### src/hdl/dmds_pkg.sv
// ----------------------------------------------------------------------------
// dmds_pkg: shared types and constants for the DC motor drive sequencer
// Payload structs for the request, response and register write channels,
// command, mode and register codes, and the widths of the serial datapath.
// ----------------------------------------------------------------------------
`default_nettype none

package dmds_pkg;

   // Field widths
   localparam int DUTY_BITS  = 16;
   localparam int VOLT_BITS  = 16;
   localparam int TICK_BITS  = 16;
   localparam int FAULT_BITS = 16;
   localparam int CMD_BITS   = 3;
   localparam int MODE_BITS  = 2;
   localparam int CSR_IDX_BITS  = 2;
   localparam int CSR_DATA_BITS = 16;

   // Scaling arithmetic: scale = set*100/v stays below 100 when v > set
   localparam int PCT        = 100;
   localparam int ROUND_HALF = 50;
   localparam int SCALE_BITS = 7;
   localparam int NUM_BITS   = VOLT_BITS + SCALE_BITS;
   localparam int PROD_BITS  = DUTY_BITS + SCALE_BITS;
   localparam int DIGIT_BITS = 2;
   localparam int DIV_DIGITS = (PROD_BITS + DIGIT_BITS - 1) / DIGIT_BITS;
   localparam int PSH_BITS   = DIV_DIGITS * DIGIT_BITS;
   localparam int REM_BITS   = 7;
   localparam int DT_BITS    = REM_BITS + DIGIT_BITS;
   localparam int STEP_BITS  = $clog2(DIV_DIGITS);

   // Register reset values
   localparam logic [VOLT_BITS-1:0] SET_VOLTAGE_RST = VOLT_BITS'(2400);
   localparam logic [DUTY_BITS-1:0] SEEK_DUTY_RST   = '0;
   localparam logic [TICK_BITS-1:0] COAST_TICKS_RST = TICK_BITS'(10);

   // Register indexes
   localparam logic [CSR_IDX_BITS-1:0] CSR_SET_VOLTAGE = 2'd0;
   localparam logic [CSR_IDX_BITS-1:0] CSR_SEEK_DUTY   = 2'd1;
   localparam logic [CSR_IDX_BITS-1:0] CSR_COAST_TICKS = 2'd2;

   // Motor commands
   localparam logic [CMD_BITS-1:0] CMD_IDLE     = 3'd0;
   localparam logic [CMD_BITS-1:0] CMD_SEEK_MIN = 3'd1;
   localparam logic [CMD_BITS-1:0] CMD_SEEK_MID = 3'd2;
   localparam logic [CMD_BITS-1:0] CMD_SEEK_MAX = 3'd3;
   localparam logic [CMD_BITS-1:0] CMD_CW       = 3'd4;
   localparam logic [CMD_BITS-1:0] CMD_CCW      = 3'd5;

   // Motor modes
   localparam logic [MODE_BITS-1:0] MODE_RUN   = 2'd0;
   localparam logic [MODE_BITS-1:0] MODE_COAST = 2'd1;
   localparam logic [MODE_BITS-1:0] MODE_BRAKE = 2'd2;

   // Item function
   localparam logic FUNC_TICK    = 1'b0;
   localparam logic FUNC_COMMAND = 1'b1;

   typedef struct packed {
      logic                  func;
      logic [CMD_BITS-1:0]   command;
      logic [DUTY_BITS-1:0]  duty_request;
      logic [VOLT_BITS-1:0]  supply_voltage;
      logic                  limit_min_n;
      logic                  limit_mid_n;
      logic                  limit_max_n;
      logic                  fault_n;
   } req_payload_type;

   typedef struct packed {
      logic [DUTY_BITS-1:0]  duty_out;
      logic                  phase_out;
      logic                  decay_out;
      logic                  reset_pulse;
      logic                  done_res;
      logic [FAULT_BITS-1:0] fault_total;
   } rsp_payload_type;

   typedef struct packed {
      logic [CSR_IDX_BITS-1:0]  reg_index;
      logic [CSR_DATA_BITS-1:0] wr_data;
   } csr_payload_type;

endpackage

`default_nettype wire

### src/hdl/dmds_stream_if.sv
// ----------------------------------------------------------------------------
// dmds_stream_if: valid/ready channel
// Carries one payload beat per handshake; the source drives valid and data,
// the sink drives ready.
// ----------------------------------------------------------------------------
`default_nettype none

interface dmds_stream_if #(
   parameter type payload_type = logic
);
   logic        valid;
   logic        ready;
   payload_type data;

   modport source (output valid, output data, input ready);
   modport sink   (input valid, input data, output ready);
endinterface

`default_nettype wire

### src/hdl/dc_motor_drive_sequencer.sv
// Sequence: a request beat goes to the finish state; a scaled duty first
//   takes 7 radix-2 steps of the scale divider and duty multiplier, then
//   12 radix-4 steps dividing by 100. The finish state loads the response
//   register once it is free.
// Flow: one item at a time; a new request is taken only in the idle state,
//   reached once the finish state has found the response register free.
// Reset: registers take their reset values, motor braking, counters at zero.
// ----------------------------------------------------------------------------
// dc_motor_drive_sequencer: DC motor drive sequencer
// Runs, seeks and stops a brushed motor driver, with coast-then-brake stop,
// supply voltage duty scaling computed digit-serially, and fault counting.
// ----------------------------------------------------------------------------
`default_nettype none

module dc_motor_drive_sequencer (
   input  wire logic   clock,
   input  wire logic   reset,
   dmds_stream_if.sink   req_if,
   dmds_stream_if.source rsp_if,
   dmds_stream_if.sink   csr_if
);
   import dmds_pkg::*;

   localparam logic [1:0] ST_IDLE  = 2'd0;
   localparam logic [1:0] ST_SCALE = 2'd1;
   localparam logic [1:0] ST_DIV   = 2'd2;
   localparam logic [1:0] ST_FIN   = 2'd3;

   // Control state
   logic [1:0]            state_ff, state_in;
   logic [STEP_BITS-1:0]  step_ff, step_in;
   logic                  rsp_valid_ff, rsp_valid_in;

   // Registers
   logic [VOLT_BITS-1:0]  set_voltage_ff, set_voltage_in;
   logic [DUTY_BITS-1:0]  seek_duty_ff, seek_duty_in;
   logic [TICK_BITS-1:0]  coast_ticks_ff, coast_ticks_in;

   // Motor state
   logic [MODE_BITS-1:0]  mode_ff, mode_in;
   logic [TICK_BITS-1:0]  coast_timer_ff, coast_timer_in;
   logic [FAULT_BITS-1:0] fault_count_ff, fault_count_in;
   logic [DUTY_BITS-1:0]  duty_ff, duty_in;
   logic                  phase_ff, phase_in;
   logic                  decay_ff, decay_in;
   logic                  pulse_ff, pulse_in;
   logic                  done_ff, done_in;

   // Serial datapath
   logic [VOLT_BITS-1:0]  divisor_ff, divisor_in;
   logic [DUTY_BITS-1:0]  mcand_ff, mcand_in;
   logic [VOLT_BITS-1:0]  srem_ff, srem_in;
   logic [SCALE_BITS-1:0] nlow_ff, nlow_in;
   logic [PROD_BITS-1:0]  acc_ff, acc_in;
   logic [PSH_BITS-1:0]   psh_ff, psh_in;
   logic [REM_BITS-1:0]   drem_ff, drem_in;
   logic [DUTY_BITS-1:0]  quot_ff, quot_in;
   rsp_payload_type       rsp_data_ff, rsp_data_in;

   // Decode and step signals
   logic                  req_fire;
   logic                  csr_fire;
   logic                  out_free;
   req_payload_type       req;
   logic                  is_seek, is_run, reached, do_drive, need_scale;
   logic [DUTY_BITS-1:0]  duty_sel;
   logic [MODE_BITS-1:0]  stop_mode;
   logic                  stop_decay;
   logic [TICK_BITS-1:0]  stop_timer;
   logic [NUM_BITS-1:0]   num;
   logic [VOLT_BITS:0]    strial;
   logic                  sge;
   logic [VOLT_BITS:0]    srem_next;
   logic [PROD_BITS-1:0]  acc_next;
   logic [DT_BITS-1:0]    dtrial;
   logic [DIGIT_BITS-1:0] digit;
   logic [REM_BITS-1:0]   drem_next;
   logic [DUTY_BITS-1:0]  quot_next;

   // Handshakes
   assign req      = req_if.data;
   assign req_fire = req_if.valid && req_if.ready;
   assign csr_fire = csr_if.valid && csr_if.ready;
   assign out_free = !rsp_valid_ff || rsp_if.ready;

   assign req_if.ready = (state_ff == ST_IDLE);
   assign csr_if.ready = 1'b1;
   assign rsp_if.valid = rsp_valid_ff;
   assign rsp_if.data  = rsp_data_ff;

   // Decode the command beat
   always_comb begin
      is_seek = 1'b0;
      is_run  = 1'b0;
      reached = 1'b0;
      case (req.command)
         CMD_SEEK_MIN: begin
            is_seek = 1'b1;
            reached = !req.limit_min_n;
         end
         CMD_SEEK_MID: begin
            is_seek = 1'b1;
            reached = !req.limit_mid_n;
         end
         CMD_SEEK_MAX: begin
            is_seek = 1'b1;
            reached = !req.limit_max_n;
         end
         CMD_CW, CMD_CCW: begin
            is_run = 1'b1;
         end
         default: begin
            is_run = 1'b0;
         end
      endcase
      do_drive   = is_run || (is_seek && !reached);
      duty_sel   = is_run ? req.duty_request : seek_duty_ff;
      need_scale = (req.supply_voltage > set_voltage_ff);
   end

   // Stop: running goes to coasting, coasting brakes once the timer is up
   always_comb begin
      if (mode_ff == MODE_RUN) begin
         stop_mode  = MODE_COAST;
         stop_decay = 1'b1;
         stop_timer = '0;
      end else begin
         stop_mode  = mode_ff;
         stop_decay = decay_ff;
         stop_timer = coast_timer_ff;
      end
      if (!(stop_mode == MODE_COAST && stop_timer < coast_ticks_ff)) begin
         stop_mode  = MODE_BRAKE;
         stop_decay = 1'b0;
      end
   end

   // Scale step: one quotient bit of set*100/v, fed straight into the
   // MSB-first shift-add multiply of the duty
   assign num       = NUM_BITS'(NUM_BITS'(set_voltage_ff) * NUM_BITS'(PCT));
   assign strial    = {srem_ff, nlow_ff[SCALE_BITS-1]};
   assign sge       = (strial >= {1'b0, divisor_ff});
   assign srem_next = sge ? (strial - {1'b0, divisor_ff}) : strial;
   assign acc_next  = {acc_ff[PROD_BITS-2:0], 1'b0}
                    + (sge ? PROD_BITS'(mcand_ff) : PROD_BITS'(0));

   // Divide step: one radix-4 digit of product/100
   assign dtrial = {drem_ff, psh_ff[PSH_BITS-1 -: DIGIT_BITS]};
   always_comb begin
      if (dtrial >= DT_BITS'(3 * PCT)) begin
         digit     = DIGIT_BITS'(3);
         drem_next = REM_BITS'(dtrial - DT_BITS'(3 * PCT));
      end else if (dtrial >= DT_BITS'(2 * PCT)) begin
         digit     = DIGIT_BITS'(2);
         drem_next = REM_BITS'(dtrial - DT_BITS'(2 * PCT));
      end else if (dtrial >= DT_BITS'(PCT)) begin
         digit     = DIGIT_BITS'(1);
         drem_next = REM_BITS'(dtrial - DT_BITS'(PCT));
      end else begin
         digit     = DIGIT_BITS'(0);
         drem_next = REM_BITS'(dtrial);
      end
   end
   assign quot_next = {quot_ff[DUTY_BITS-DIGIT_BITS-1:0], digit};

   // Next state
   always_comb begin
      state_in       = state_ff;
      step_in        = step_ff;
      rsp_valid_in   = rsp_valid_ff && !rsp_if.ready;
      set_voltage_in = set_voltage_ff;
      seek_duty_in   = seek_duty_ff;
      coast_ticks_in = coast_ticks_ff;
      mode_in        = mode_ff;
      coast_timer_in = coast_timer_ff;
      fault_count_in = fault_count_ff;
      duty_in        = duty_ff;
      phase_in       = phase_ff;
      decay_in       = decay_ff;
      pulse_in       = pulse_ff;
      done_in        = done_ff;
      divisor_in     = divisor_ff;
      mcand_in       = mcand_ff;
      srem_in        = srem_ff;
      nlow_in        = nlow_ff;
      acc_in         = acc_ff;
      psh_in         = psh_ff;
      drem_in        = drem_ff;
      quot_in        = quot_ff;
      rsp_data_in    = rsp_data_ff;

      // Take register writes
      if (csr_fire) begin
         case (csr_if.data.reg_index)
            CSR_SET_VOLTAGE: set_voltage_in = VOLT_BITS'(csr_if.data.wr_data);
            CSR_SEEK_DUTY:   seek_duty_in   = DUTY_BITS'(csr_if.data.wr_data);
            CSR_COAST_TICKS: coast_ticks_in = TICK_BITS'(csr_if.data.wr_data);
            default: begin
               set_voltage_in = set_voltage_ff;
            end
         endcase
      end

      case (state_ff)
         ST_IDLE: begin
            if (req_fire) begin
               pulse_in = 1'b0;
               done_in  = 1'b0;
               state_in = ST_FIN;
               if (req.func == FUNC_TICK) begin
                  // Advance the coast timer, saturating
                  if (coast_timer_ff != '1) begin
                     coast_timer_in = coast_timer_ff + TICK_BITS'(1);
                  end
               end else if (do_drive) begin
                  phase_in = (req.command != CMD_CCW);
                  decay_in = 1'b0;
                  if (duty_sel == '0) begin
                     duty_in = '0;
                  end else begin
                     mode_in = MODE_RUN;
                     if (!req.fault_n) begin
                        fault_count_in = fault_count_ff + FAULT_BITS'(1);
                        pulse_in       = 1'b1;
                     end
                     if (need_scale) begin
                        // Load the serial divider and multiplier
                        divisor_in = req.supply_voltage;
                        mcand_in   = duty_sel;
                        srem_in    = num[NUM_BITS-1:SCALE_BITS];
                        nlow_in    = num[SCALE_BITS-1:0];
                        acc_in     = '0;
                        step_in    = '0;
                        state_in   = ST_SCALE;
                     end else begin
                        duty_in = duty_sel;
                     end
                  end
               end else begin
                  duty_in        = '0;
                  mode_in        = stop_mode;
                  decay_in       = stop_decay;
                  coast_timer_in = stop_timer;
                  done_in        = 1'b1;
               end
            end
         end
         ST_SCALE: begin
            srem_in = srem_next[VOLT_BITS-1:0];
            nlow_in = {nlow_ff[SCALE_BITS-2:0], 1'b0};
            acc_in  = acc_next;
            step_in = step_ff + STEP_BITS'(1);
            if (step_ff == STEP_BITS'(SCALE_BITS - 1)) begin
               psh_in   = PSH_BITS'(acc_next);
               drem_in  = '0;
               quot_in  = '0;
               step_in  = '0;
               state_in = ST_DIV;
            end
         end
         ST_DIV: begin
            psh_in  = {psh_ff[PSH_BITS-DIGIT_BITS-1:0], DIGIT_BITS'(0)};
            drem_in = drem_next;
            quot_in = quot_next;
            step_in = step_ff + STEP_BITS'(1);
            if (step_ff == STEP_BITS'(DIV_DIGITS - 1)) begin
               // Round up when the remainder is above one half
               duty_in  = quot_next
                        + DUTY_BITS'(drem_next > REM_BITS'(ROUND_HALF));
               state_in = ST_FIN;
            end
         end
         ST_FIN: begin
            // Hand the result to the output register once it is free
            if (out_free) begin
               rsp_valid_in            = 1'b1;
               rsp_data_in.duty_out    = duty_ff;
               rsp_data_in.phase_out   = phase_ff;
               rsp_data_in.decay_out   = decay_ff;
               rsp_data_in.reset_pulse = pulse_ff;
               rsp_data_in.done_res    = done_ff;
               rsp_data_in.fault_total = fault_count_ff;
               state_in                = ST_IDLE;
            end
         end
         default: begin
            state_in = ST_IDLE;
         end
      endcase
   end

   // Control registers
   always_ff @(posedge clock) begin
      if (reset) begin
         state_ff       <= ST_IDLE;
         step_ff        <= '0;
         rsp_valid_ff   <= 1'b0;
         set_voltage_ff <= SET_VOLTAGE_RST;
         seek_duty_ff   <= SEEK_DUTY_RST;
         coast_ticks_ff <= COAST_TICKS_RST;
         mode_ff        <= MODE_BRAKE;
         coast_timer_ff <= '0;
         fault_count_ff <= '0;
         duty_ff        <= '0;
         phase_ff       <= 1'b0;
         decay_ff       <= 1'b0;
         pulse_ff       <= 1'b0;
         done_ff        <= 1'b0;
      end else begin
         state_ff       <= state_in;
         step_ff        <= step_in;
         rsp_valid_ff   <= rsp_valid_in;
         set_voltage_ff <= set_voltage_in;
         seek_duty_ff   <= seek_duty_in;
         coast_ticks_ff <= coast_ticks_in;
         mode_ff        <= mode_in;
         coast_timer_ff <= coast_timer_in;
         fault_count_ff <= fault_count_in;
         duty_ff        <= duty_in;
         phase_ff       <= phase_in;
         decay_ff       <= decay_in;
         pulse_ff       <= pulse_in;
         done_ff        <= done_in;
      end
   end

   // Datapath and output payload registers
   always_ff @(posedge clock) begin
      divisor_ff  <= divisor_in;
      mcand_ff    <= mcand_in;
      srem_ff     <= srem_in;
      nlow_ff     <= nlow_in;
      acc_ff      <= acc_in;
      psh_ff      <= psh_in;
      drem_ff     <= drem_in;
      quot_ff     <= quot_in;
      rsp_data_ff <= rsp_data_in;
   end

endmodule

`default_nettype wire

### src/flat_wrapper.sv
// flat-port wrapper written by rule: the top's interface ports become plain ports
module dc_motor_drive_sequencer_flat import dmds_pkg::*;
  (clock, reset, req_if_valid, req_if_data, req_if_ready, rsp_if_valid, rsp_if_data, rsp_if_ready, csr_if_valid, csr_if_data, csr_if_ready);
  dmds_stream_if #(.payload_type(req_payload_type)) req_if_i ();
  dmds_stream_if #(.payload_type(rsp_payload_type)) rsp_if_i ();
  dmds_stream_if #(.payload_type(csr_payload_type)) csr_if_i ();
  input  wire logic clock;
  input  wire logic reset;
  input wire logic [$bits(req_if_i.valid)-1:0] req_if_valid;
  input wire logic [$bits(req_if_i.data)-1:0] req_if_data;
  output wire logic [$bits(req_if_i.ready)-1:0] req_if_ready;
  output wire logic [$bits(rsp_if_i.valid)-1:0] rsp_if_valid;
  output wire logic [$bits(rsp_if_i.data)-1:0] rsp_if_data;
  input wire logic [$bits(rsp_if_i.ready)-1:0] rsp_if_ready;
  input wire logic [$bits(csr_if_i.valid)-1:0] csr_if_valid;
  input wire logic [$bits(csr_if_i.data)-1:0] csr_if_data;
  output wire logic [$bits(csr_if_i.ready)-1:0] csr_if_ready;
  assign req_if_i.valid = req_if_valid;
  assign req_if_i.data = req_if_data;
  assign req_if_ready = req_if_i.ready;
  assign rsp_if_valid = rsp_if_i.valid;
  assign rsp_if_data = rsp_if_i.data;
  assign rsp_if_i.ready = rsp_if_ready;
  assign csr_if_i.valid = csr_if_valid;
  assign csr_if_i.data = csr_if_data;
  assign csr_if_ready = csr_if_i.ready;
  dc_motor_drive_sequencer u_core (.clock(clock), .reset(reset), .req_if(req_if_i), .rsp_if(rsp_if_i), .csr_if(csr_if_i));
endmodule
### config.mk
export PLATFORM = sky130hd
export DESIGN_NAME = dc_motor_drive_sequencer_flat
export DESIGN_NICKNAME = d
export VERILOG_FILES = /design/src/hdl/dmds_pkg.sv /design/src/hdl/dmds_stream_if.sv /design/src/hdl/dc_motor_drive_sequencer.sv /design/src/flat_wrapper.sv
export SDC_FILE = /design/constraint.sdc
export NUM_CORES = 1
export LEC_CHECK = 0
export ABC_AREA = 1
export BUFFER_PORTS_ARGS = -buffer_cell sky130_fd_sc_hd__buf_2
export CAP_MARGIN = 15
export CORE_MARGIN = 2
export CORE_UTILIZATION = 62
export DETAILED_ROUTE_END_ITERATION = 8
export GPL_TIMING_DRIVEN = 0
export PLACE_DENSITY = 0.81
export SLEW_MARGIN = 5
export SYNTH_ARGS = -nofsm -noshare
export SYNTH_HDL_FRONTEND = slang
export SYNTH_SLANG_ARGS = --single-unit
### constraint.sdc
create_clock -name clock -period 5.7 [get_ports clock]
set_input_delay 1.14 -clock clock [delete_from_list [all_inputs] [get_ports clock]]
set_output_delay 1.14 -clock clock [all_outputs]
set_load 0.1 [all_outputs]
After elaboration in Yosys (flattened, before gate mapping)
Cells that the tools add are included.
Operators by class
  bitwise logic cells: 2
  div/mod/pow operators: 0
  eq/ne operators: 27
  shift operators: 0
  order comparisons: 7
  reductions and logical operators: 39
  multiply operators: 1
  muxes and demuxes: 78
  $add $sub $neg: 9
Operator list (number)
  two-way mux 16 bit: 18
  two-way mux 22 bit: 5
  one-hot mux 16 bit (2 select lines): 2
  two-way mux 7 bit: 9
  one-hot mux 24 bit (2 select lines): 1
  one-hot mux 22 bit (2 select lines): 1
  adder 16 x 1 -> 16 bit, second input constant: 2
  two-way mux 2 bit: 14
  one-hot mux 14 bit (2 select lines): 1
  one-hot mux 7 bit (2 select lines): 2
  two-way mux 24 bit: 1
  two-way mux 4 bit: 6
  AND reduction 6 bit: 4
  adder 23 x 16 -> 23 bit: 1
  multiplier 16 x 5 -> 21 bit, second input constant: 1
  AND reduction 4 bit: 5
  greater-or-equal comparator 17 x 16 -> 1 bit: 1
  adder 16 x 1 -> 16 bit: 1
  greater-than comparator 16 bit: 1
  logical NOT 16 bit: 1
  < comparator 16 bit: 1
  != test 16 bit, second input constant: 1
  subtractor 16 bit: 1
  two-way mux 1 bit: 14
  34 further kinds: 69
Storage, ports and cells
  RAM bits: 0
  ROM bits: 0
  word-level logic and storage cells: 191
  register bits after elaboration: 267
  bits in latches: 0
  memories kept: 0
  output and inout port bits: 39

Logic depth before layout (Yosys ltp)
Gate-level depths: netlist (run 1).
  depth after elaboration: 10
  gate-level depth with buffers: 29
  depth with buffers taken out: 29

Least setup slack after synthesis (run 1)
Ideal clock, no wire load.
  path type: reg-to-reg
  start: register u_core.state_ff[0]
  end: register u_core.acc_ff[0] (enable)
  slack: 0.953 ns
  period minus slack after synthesis: 4.747 ns
  library setup time: 0.503 ns
  stages on the path, launching flop included: 4
  buffers on the path: 0
  arrival: 4.244 ns
  path through: dfxtp_1 inv_1 ha_1 o21ai_0
Between the ends
  word-level cells in the longest chain between the ends: 4
  elaborated cells on any way between the ends: 10
  those cells by class: eq/ne: 6; reduce/logical: 4
Ends and longest elaborated chain
  start, declared: RTL line dc_motor_drive_sequencer.sv:30  | logic [1:0] state_ff, state_in;
  start signal, assigned: RTL line dc_motor_drive_sequencer.sv:310  | state_ff <= state_in;
  logical NOT 2 bit *: RTL line dc_motor_drive_sequencer.sv:86  | assign req_if.ready = (state_ff == ST_IDLE);
  via req_if_ready: RTL line flat_wrapper.sv:11  | output wire logic [$bits(req_if_i.ready)-1:0] req_if_ready;
  logical AND 1 bit: RTL line dc_motor_drive_sequencer.sv:82  | assign req_fire = req_if.valid && req_if.ready;
  != test 2 bit (no source line)
  AND reduction 6 bit (no source line) *
  end signal, assigned: RTL line dc_motor_drive_sequencer.sv:333  | acc_ff <= acc_in;
  end, declared: RTL line dc_motor_drive_sequencer.sv:54  | logic [PROD_BITS-1:0] acc_ff, acc_in;
The timed path passes the listed nets; every way through them passes the cells marked *.
A chain may end at the register's enable or synchronous reset.

Worst setup path after layout (run 1)
  start: register u_core.srem_ff[1]
  end: register u_core.psh_ff[19], data pin
Between the ends
  word-level cells in the longest chain between the ends: 5
Ends and longest elaborated chain
  start, declared: RTL line dc_motor_drive_sequencer.sv:52  | logic [VOLT_BITS-1:0] srem_ff, srem_in;
  start signal, assigned: RTL line dc_motor_drive_sequencer.sv:331  | srem_ff <= srem_in;
  greater-or-equal comparator 17 x 16 -> 1 bit: RTL line dc_motor_drive_sequencer.sv:142  | assign sge = (strial >= {1'b0, divisor_ff});
  two-way mux 16 bit: RTL line dc_motor_drive_sequencer.sv:145  | + (sge ? PROD_BITS'(mcand_ff) : PROD_BITS'(0));
  adder 23 x 16 -> 23 bit: RTL line dc_motor_drive_sequencer.sv:145
  two-way mux 24 bit: RTL line dc_motor_drive_sequencer.sv:253  | if (step_ff == STEP_BITS'(SCALE_BITS - 1)) begin
  one-hot mux 24 bit (2 select lines): RTL line dc_motor_drive_sequencer.sv:204  | case (state_ff)
  via u_core.psh_in[19]: RTL line dc_motor_drive_sequencer.sv:55  | logic [PSH_BITS-1:0] psh_ff, psh_in;
  end signal, assigned: RTL line dc_motor_drive_sequencer.sv:334  | psh_ff <= psh_in;
  end, declared: RTL line dc_motor_drive_sequencer.sv:55
The timed path passes the listed nets, and every way through them passes these cells. The select of a mux whose other input is x is not followed.

==> impl_metrics.env, run 1 <==
export IMPL_grt_pass1_vias=13780
export IMPL_fin_cells=2608
export IMPL_fin_crit_ns=4.254
export IMPL_cp_num_buf_inv=3
export IMPL_dp_hpwl_microns=32010
export IMPL_regToRegSetupSlack_ns=1.45
export IMPL_yosys_area_top_type_share=0.2855
export IMPL_synth_top_flop_cell="edfxtp_1"
export IMPL_ant_nets=0
export IMPL_max_cap_violations=0
export IMPL_tightest_slew_ns=0.9195
export IMPL_cts_htree_levels=1
export IMPL_synth_most_common_cell="nand2_1"
export IMPL_die_h_microns=166.7
export IMPL_routed_wirelength_microns=41950
export IMPL_critPathKind="flip-flop to flip-flop"
export IMPL_worstSetupStartpoint="u_core.srem_ff[1]"
export IMPL_nFillCells=2048
export IMPL_numPortBuffers=100
export IMPL_yosysSeqAreaShare=0.4185
export IMPL_ff_latch_area_sq_mm=0.006867
export IMPL_place_congestion=0.9575
export IMPL_dieWidth_microns=166.7
export IMPL_setup_tns_final_ns=0
export IMPL_cp_max_fo=10
export IMPL_yosys_area_top_type="edfxtp_1"
export IMPL_clock_sinks=265
export IMPL_postSynthCellCount=2112
export IMPL_area_delta_synth_final_pct=12.13
export IMPL_crit_cells=24
export IMPL_cp_top_family="simple AND/OR/NAND/NOR gates"
export IMPL_finalClockSkew_ns=0.007583
export IMPL_synthTopCellsByArea="edfxtp_1 29%, dfxtp_1 13%, nand2_1 12%, ha_1 10%, inv_1 6.9%"
export IMPL_slowest_stage="fa_1"
export IMPL_cts_tree="built"
export IMPL_r2r_end="u_core.psh_ff[19]"
export IMPL_crit_top_cell="nand2_1"
export IMPL_core_area_sq_mm=0.02606
export IMPL_syn_avg_cell_area_sq_um=7.769
export IMPL_multi_input_area_sq_mm=0.008148
export IMPL_rows=59
export IMPL_synth_edf_count=156
export IMPL_cp_data_required_time_ns=5.98
export IMPL_cp_cell_sequence="ha_1 > a21oi_1 > nand2_1 > nand2_1 > nand2_1 > nand3_1 > nand2_1 > nand2_1 > nand2_1 > buf_2 > inv_1 > buf_2 > nor2_1 > ha_1 > fa_1 > nand3_1 > nand3_1 > nand2_1 > nand3_1 > nand3_1 > nand2_1 > nand2_1 > xor2_1 > o21ai_0"
export IMPL_drtPass1Iterations=6
export IMPL_ys_warn_count=0
export IMPL_clk_pin_slew_worst_paths_ns=0.06
export IMPL_netlist_area_sq_mm=0.01641
export IMPL_post_cts_buffers=0
export IMPL_antenna_found_initial=6
export IMPL_whs_ns=0.4369
export IMPL_drt_initial_drc_count=1444
export IMPL_place_inst=2551
export IMPL_hold_start="u_core.duty_ff[13]"
export IMPL_rr_worst_depth=24
export IMPL_total_power_mw=7.848
export IMPL_vias=14600
export IMPL_synth_distinct_cells=45
export IMPL_power_per_cell_area_mw_per_mm2=426.5
export IMPL_io_pin_count=102
export IMPL_cp_end_kind="flip-flop"
export IMPL_ys_seq_elements=265
export IMPL_start_util=0.6297
export IMPL_rr_startpoint="u_core.srem_ff[1]"
export IMPL_final_max_slew_viol_count=0
export IMPL_ys_top_cells_by_count="510 x nand2_1, 303 x inv_1, 207 x nor2_1"
export IMPL_period_share=0.7463
export IMPL_synth_nets=2319
export IMPL_final_nets=2454
export IMPL_cts_hold_fix_buffers=0
export IMPL_ctsRootBufferMaster="clkbuf_16"
export IMPL_min_path_type="flip-flop to flip-flop"
export IMPL_hold_violations=0
export IMPL_finalSetupViolCount=0
export IMPL_p_leak_nw=8.538
export IMPL_cp_endpoint="u_core.psh_ff[19]"
export IMPL_wl_per_cell_microns=16.09
export IMPL_peakVddDrop_mv=0.2920
export IMPL_drc=0
export IMPL_post_cts_resized=0
export IMPL_numCtsBuffers=28
export IMPL_synthArstFlopShare=0
export IMPL_grt_pass1_wl_microns=68050
export IMPL_worstPathArrival_ns=4.53
export IMPL_rsz0062_at_grt="no"
export IMPL_clock_latency_ns=0.55
export IMPL_relSlewSlack=0.3847
export IMPL_grt_overflow_total=0
export IMPL_drive_above_1_share=0.08554
export IMPL_die_area_sq_mm=0.02778
export IMPL_status="complete, no violations"
export IMPL_grt_max_degree=33
export IMPL_vias_per_cell=5.599
export IMPL_track_usage=0.2985
export IMPL_max_clock_freq_mhz=235.1
export IMPL_cp_start_kind="flip-flop"
export IMPL_max_stage_delay_ns=0.46
export IMPL_ctsLongestPathBuffers=3
==> report_power, final <==
part	switching (mW)	internal, mW	total (mW)
combinational	2.21	1.02	3.23
clock	0.763	1.02	1.78
sequential	0.230	2.61	2.84
==> through the flow <==
step	util	setup slack, ns	cell area [sq um]
finish	0.7061	1.446	18400
global placement	0.6650	-0.8179	17330
CTS	0.7045	1.522	18360
global route	0.7059	1.070	18390
detailed placement	0.6702	1.574	17460
floorplan	-	0.9529	16410
==> routing by layer <==
metal  routed length (microns)  global-route usage
met5                        11                   0
met4                      1315             0.09333
met3                      3101             0.03779
met2                     19240              0.4885
met1                     18280              0.4167
==> cell families after synthesis <==
logic type / synth area share
simple gates: 0.2372
buf+inv: 0.08701
flops: 0.4185
fa+ha+maj: 0.1158
other cells: 0.0002285
xor+xnor: 0.02882
compound gates: 0.1126
==> worst reg2reg max path: stages (launching register included) <==
cell and delay (ns):
edfxtp_1 0.38, ha_1 0.39, a21oi_1 0.18, nand2_1 0.12, nand2_1 0.07, nand2_1 0.08
nand3_1 0.09, nand2_1 0.10, nand2_1 0.07, nand2_1 0.05, buf_2 0.19, inv_1 0.15
buf_2 0.28, nor2_1 0.11, ha_1 0.22, fa_1 0.46, nand3_1 0.10, nand3_1 0.11
nand2_1 0.09, nand3_1 0.13, nand3_1 0.12, nand2_1 0.11, nand2_1 0.10, xor2_1 0.19
o21ai_0 0.10
==> worst min path at each step <==
stage                                         to  cells after the start
final                     u_core.rsp_if.data[33]                      0
after global routing      u_core.rsp_if.data[16]                      0
after CTS                 u_core.rsp_if.data[16]                      0
after detailed placement  u_core.rsp_if.data[16]                      0
after global placement    u_core.rsp_if.data[17]                      0
after floorplan           u_core.rsp_if.data[19]                      0
==> layout make-up <==
| cell class | count | area share |
|---|---|---|
| multi-input combinational | 1483 | 0.4428 |
| tap | 335 | 0.02278 |
| antenna | 5 | 0.0006800 |
| clock inverter | 8 | 0.002924 |
| buffer | 57 | 0.01496 |
| sequential | 265 | 0.3732 |
| timing repair buffer | 105 | 0.03427 |
| clock buffer | 43 | 0.04570 |
| inverter | 307 | 0.06263 |
==> registers in the layout, summed over array words and instances (netlist names), 2 cells and up <==
name                   cells
u_core.srem_ff            16
u_core.rsp_if.data        36
u_core.state_ff            2
u_core.acc_ff             22
u_core.psh_ff             24
u_core.mcand_ff           16
u_core.duty_ff            16
u_core.coast_ticks_ff     16
u_core.step_ff             4
u_core.mode_ff             2
u_core.drem_ff             7
u_core.seek_duty_ff       16
u_core.divisor_ff         16
u_core.nlow_ff             5
u_core.quot_ff            14
u_core.fault_count_ff     16
u_core.coast_timer_ff     16
u_core.set_voltage_ff     16
==> cells in the final DEF (no fill, tap or decap), types with 3 or more instances in the layout <==
cell type / count
buf_2: 110
ha_1: 131
buf_1: 4
o21a_1: 3
diode_2: 5
a21oi_1: 169
nand2_4: 4
clkbuf_16: 30
fa_1: 13
o211ai_1: 10
o21bai_1: 7
nand2_1: 510
nor4_1: 3
nand3b_1: 13
nor3_1: 21
nor2_1: 207
buf_4: 3
nor2_2: 4
clkinv_2: 5
nand4_1: 18
nand3_1: 130
a21o_1: 4
clkbuf_1: 43
or2_2: 11
o21ai_0: 145
a31oi_1: 5
buf_16: 4
clkinv_1: 3
dfxtp_1: 109
xnor2_1: 20
inv_1: 303
edfxtp_1: 156
buf_6: 5
clkbuf_8: 4
xor2_1: 34
No activity file was read; power rests on OpenSTA's default activity.
==> run 2: changes to the inputs <==
--- a/config.mk
+++ b/config.mk
@@ -9,10 +9,10 @@
 export BUFFER_PORTS_ARGS = -buffer_cell sky130_fd_sc_hd__buf_2
 export CAP_MARGIN = 15
 export CORE_MARGIN = 2
-export CORE_UTILIZATION = 62
+export CORE_UTILIZATION = 56
 export DETAILED_ROUTE_END_ITERATION = 8
 export GPL_TIMING_DRIVEN = 0
-export PLACE_DENSITY = 0.81
+export PLACE_DENSITY = 0.77
 export SLEW_MARGIN = 5
 export SYNTH_ARGS = -nofsm -noshare
 export SYNTH_HDL_FRONTEND = slang
==> constraint.sdc (replaced) <==
create_clock -name clock -period 3.7 [get_ports clock]
set_input_delay 0.74 -clock clock [delete_from_list [all_inputs] [get_ports clock]]
set_output_delay 0.74 -clock clock [all_outputs]
set_load 0.1 [all_outputs]
==> run 2 against run 1 <==
Core utilization shrank 4.7 points; sequential power grew 55%; non-clock buffer count increased by 14; die area up 10%; total power increased by 60%; critical path depth down 2; worst setup slack got worse by 1.3 ns; critical path type unchanged; critical endpoint unchanged.
==> impl_metrics.env, run 2 (synthesis results as in run 1) <==
export IMPL_hold_end="u_core.divisor_ff[10]"
export IMPL_rr_startpoint="u_core.srem_ff[11]"
export IMPL_cp_cell_sequence="ha_4 > a21oi_2 > o21ai_0 > a21oi_1 > nand2_1 > nand2_1 > nand2_1 > buf_6 > inv_4 > buf_8 > nor2_1 > ha_1 > fa_2 > nand3_1 > nand3_2 > nand2_2 > nand3_4 > nand3_2 > nand2_2 > nand2_2 > xor2_2 > o21ai_1"
export IMPL_setup_tns_final_ns=0
export IMPL_p_int_mw=7.428
export IMPL_die_h_microns=175.2
export IMPL_multi_input_area_sq_mm=0.008454
export IMPL_rsz0062_at_grt="yes"
export IMPL_track_usage=0.2784
export IMPL_ctsLongestPathBuffers=3
export IMPL_power_per_cell_area_mw_per_mm2=662.2
export IMPL_cp_data_required_time_ns=3.99
export IMPL_clkPwrFrac=0.235
export IMPL_combPwrFrac=0.415
export IMPL_max_clock_freq_mhz=280.1
export IMPL_finalSetupViolCount=0
export IMPL_final_nets=2470
export IMPL_r2r_end="u_core.psh_ff[19]"
export IMPL_worstPathArrival_ns=3.86
export IMPL_start_util=0.5701
export IMPL_io_pin_count=102
export IMPL_tightest_slew_ns=0.7363
export IMPL_mostFrequentLayoutCell="nand2_1"
export IMPL_drtPass1Iterations=6
export IMPL_clk_pin_slew_worst_paths_ns=0.07
export IMPL_grt_pass1_wl_microns=68750
export IMPL_cp_end_kind="flip-flop"
export IMPL_numPortBuffers=100
export IMPL_largest_reg_flops=36
export IMPL_hold_violations=0
export IMPL_relSlewSlack=0.5092
export IMPL_clock_latency_ns=0.58
export IMPL_finish_utilization=0.6592
export IMPL_sequentialPowerShare=0.349
export IMPL_routed_wirelength_microns=43550
export IMPL_dp_hpwl_microns=32710
export IMPL_cts_tree="built"
export IMPL_core_area_sq_mm=0.02878
export IMPL_most_common_layout_cells="501 x nand2_1, 298 x inv_1, 196 x nor2_1, 161 x a21oi_1, 156 x edfxtp_1"
export IMPL_cp_top_family="simple AND/OR/NAND/NOR gates"
export IMPL_grt_pass1_vias=13620
export IMPL_cp_start_kind="flip-flop"
export IMPL_area_delta_synth_final_pct=15.63
export IMPL_drc=0
export IMPL_final_max_slew_viol_count=0
export IMPL_max_stage_delay_ns=0.44
export IMPL_max_cap_violations=0
export IMPL_nFillCells=2409
export IMPL_p_leak_nw=8.685
export IMPL_wl_per_cell_microns=16.27
export IMPL_critPathKind="flip-flop to flip-flop"
export IMPL_fin_area_sq_mm=0.01897
export IMPL_cts_hold_fix_buffers=0
export IMPL_vias_per_cell=5.476
export IMPL_slowest_stage="edfxtp_1"
export IMPL_hold_start="req_if_data[14]"
export IMPL_swShare=0.4089
export IMPL_numCtsBuffers=30
export IMPL_grt_overflow_total=0
export IMPL_min_delay_path_depth=1
export IMPL_ff_latch_area_sq_mm=0.006867
export IMPL_cts_htree_levels=1
export IMPL_rows=62
export IMPL_grt_max_degree=33
export IMPL_antenna_found_initial=7
export IMPL_detailed_place_area_sq_mm=0.01751
export IMPL_fin_crit_ns=3.570
export IMPL_vias=14660
export IMPL_drive_above_1_share=0.1194
export IMPL_peakVddDrop_mv=0.3973
export IMPL_regToRegSetupSlack_ns=0.13
export IMPL_rr_worst_depth=22
export IMPL_cp_max_fo=8
export IMPL_drt_initial_drc_count=1310
export IMPL_min_path_type="input port to flip-flop"
export IMPL_clock_sinks=265
export IMPL_status="complete, no violations"
export IMPL_dieWidth_microns=175.2
export IMPL_die_area_sq_mm=0.03069
export IMPL_cp_num_buf_inv=3
export IMPL_total_power_mw=12.56
export IMPL_ant_nets=0
export IMPL_place_congestion=0.9577
export IMPL_ctsRootBufferMaster="clkbuf_16"
export IMPL_power_switching_mw=5.137
export IMPL_finalClockSkew_ns=0.02848
export IMPL_period_share=0.9648
-- run 2: changes by cell type in the layout (fill, tap and decap cells not counted), moves of 10 or more --
cell,change
buf_4,+14
ha_1,-14
nor2_2,+10
nor2_1,-11
ha_4,+12
-- run 2: power groups by stage --
stage | Combinational [mW] | Sequential [mW] | Clock (mW)
floorplan | 3.27 | 4.61 | 0
global placement | 4.58 | 4.46 | 0
detailed placement | 4.83 | 4.42 | 0
CTS | 4.94 | 4.38 | 2.98
global route | 5.78 | 4.45 | 3.09
finish | 5.21 | 4.39 | 2.96
-- run 2: layout make-up --
cell class,instances,area share
diodes,6,0.0007913
plain buffers,57,0.01576
multi-input cells,1483,0.4456
clock inverters,19,0.008705
flip-flops and latches,265,0.3619
clock buffers,37,0.04306
repair buffers,119,0.03798
well taps,384,0.02532
inverters,307,0.06087
-- run 2: timing repair --
item | in CTS | in global routing
resized for setup | 31 | 47
buffers inserted | 1 | 13
pin swaps | 4 | 9
setup endpoints to repair | 34 | 49
-- run 2: worst max-delay path by stage --
stage                              endpoint  slack, ns  cells past startpoint             startpoint
after floorplan           u_core.drem_ff[0]       0.01                      5     u_core.state_ff[0]
after global placement    u_core.psh_ff[14]      -1.40                      5     u_core.state_ff[0]
after detailed placement  u_core.psh_ff[19]      -0.55                     24      u_core.srem_ff[1]
after CTS                 u_core.duty_ff[8]      0.001                     23      u_core.drem_ff[2]
after global routing      u_core.psh_ff[22]       -0.1                     24  u_core.divisor_ff[12]
final                     u_core.psh_ff[19]       0.13                     22     u_core.srem_ff[11]
-- run 2: through the flow --
stage | hold WS (ns) | worst slack (ns) | std cells
after global placement | 0.4193 | -1.396 | 2596
after global routing | 0.3659 | -0.09919 | 2675
final | 0.3704 | 0.1301 | 2677
after CTS | 0.3579 | 0.001417 | 2657
after detailed placement | 0.4172 | -0.5462 | 2600
after floorplan | 0.4030 | 0.01295 | 2112
-- run 2: metal layers --
| layer | track usage | vias to the layer above | routed length, microns | share of wire |
|---|---|---|---|---|
| met1 | 0.3917 | 6807 | 19370 | 0.44 |
| met5 | 0 | - | 19 | 0.00044 |
| met2 | 0.4411 | 520 | 19720 | 0.45 |
| li1 | - | 7224 | - | - |
| met4 | 0.09792 | 2 | 1370 | 0.031 |
| met3 | 0.03873 | 105 | 3066 | 0.070 |
-- run 2: worst register-to-register path, stage by stage (launching register included) --
cell      delay, ns
edfxtp_1       0.44
ha_4           0.31
a21oi_2        0.21
o21ai_0        0.13
a21oi_1        0.13
nand2_1        0.10
nand2_1        0.07
nand2_1        0.07
buf_6          0.14
inv_4          0.08
buf_8          0.13
nor2_1         0.05
ha_1           0.20
fa_2           0.36
nand3_1        0.09
nand3_2        0.10
nand2_2        0.10
nand3_4        0.09
nand3_2        0.08
nand2_2        0.08
nand2_2        0.09
xor2_2         0.16
o21ai_1        0.09
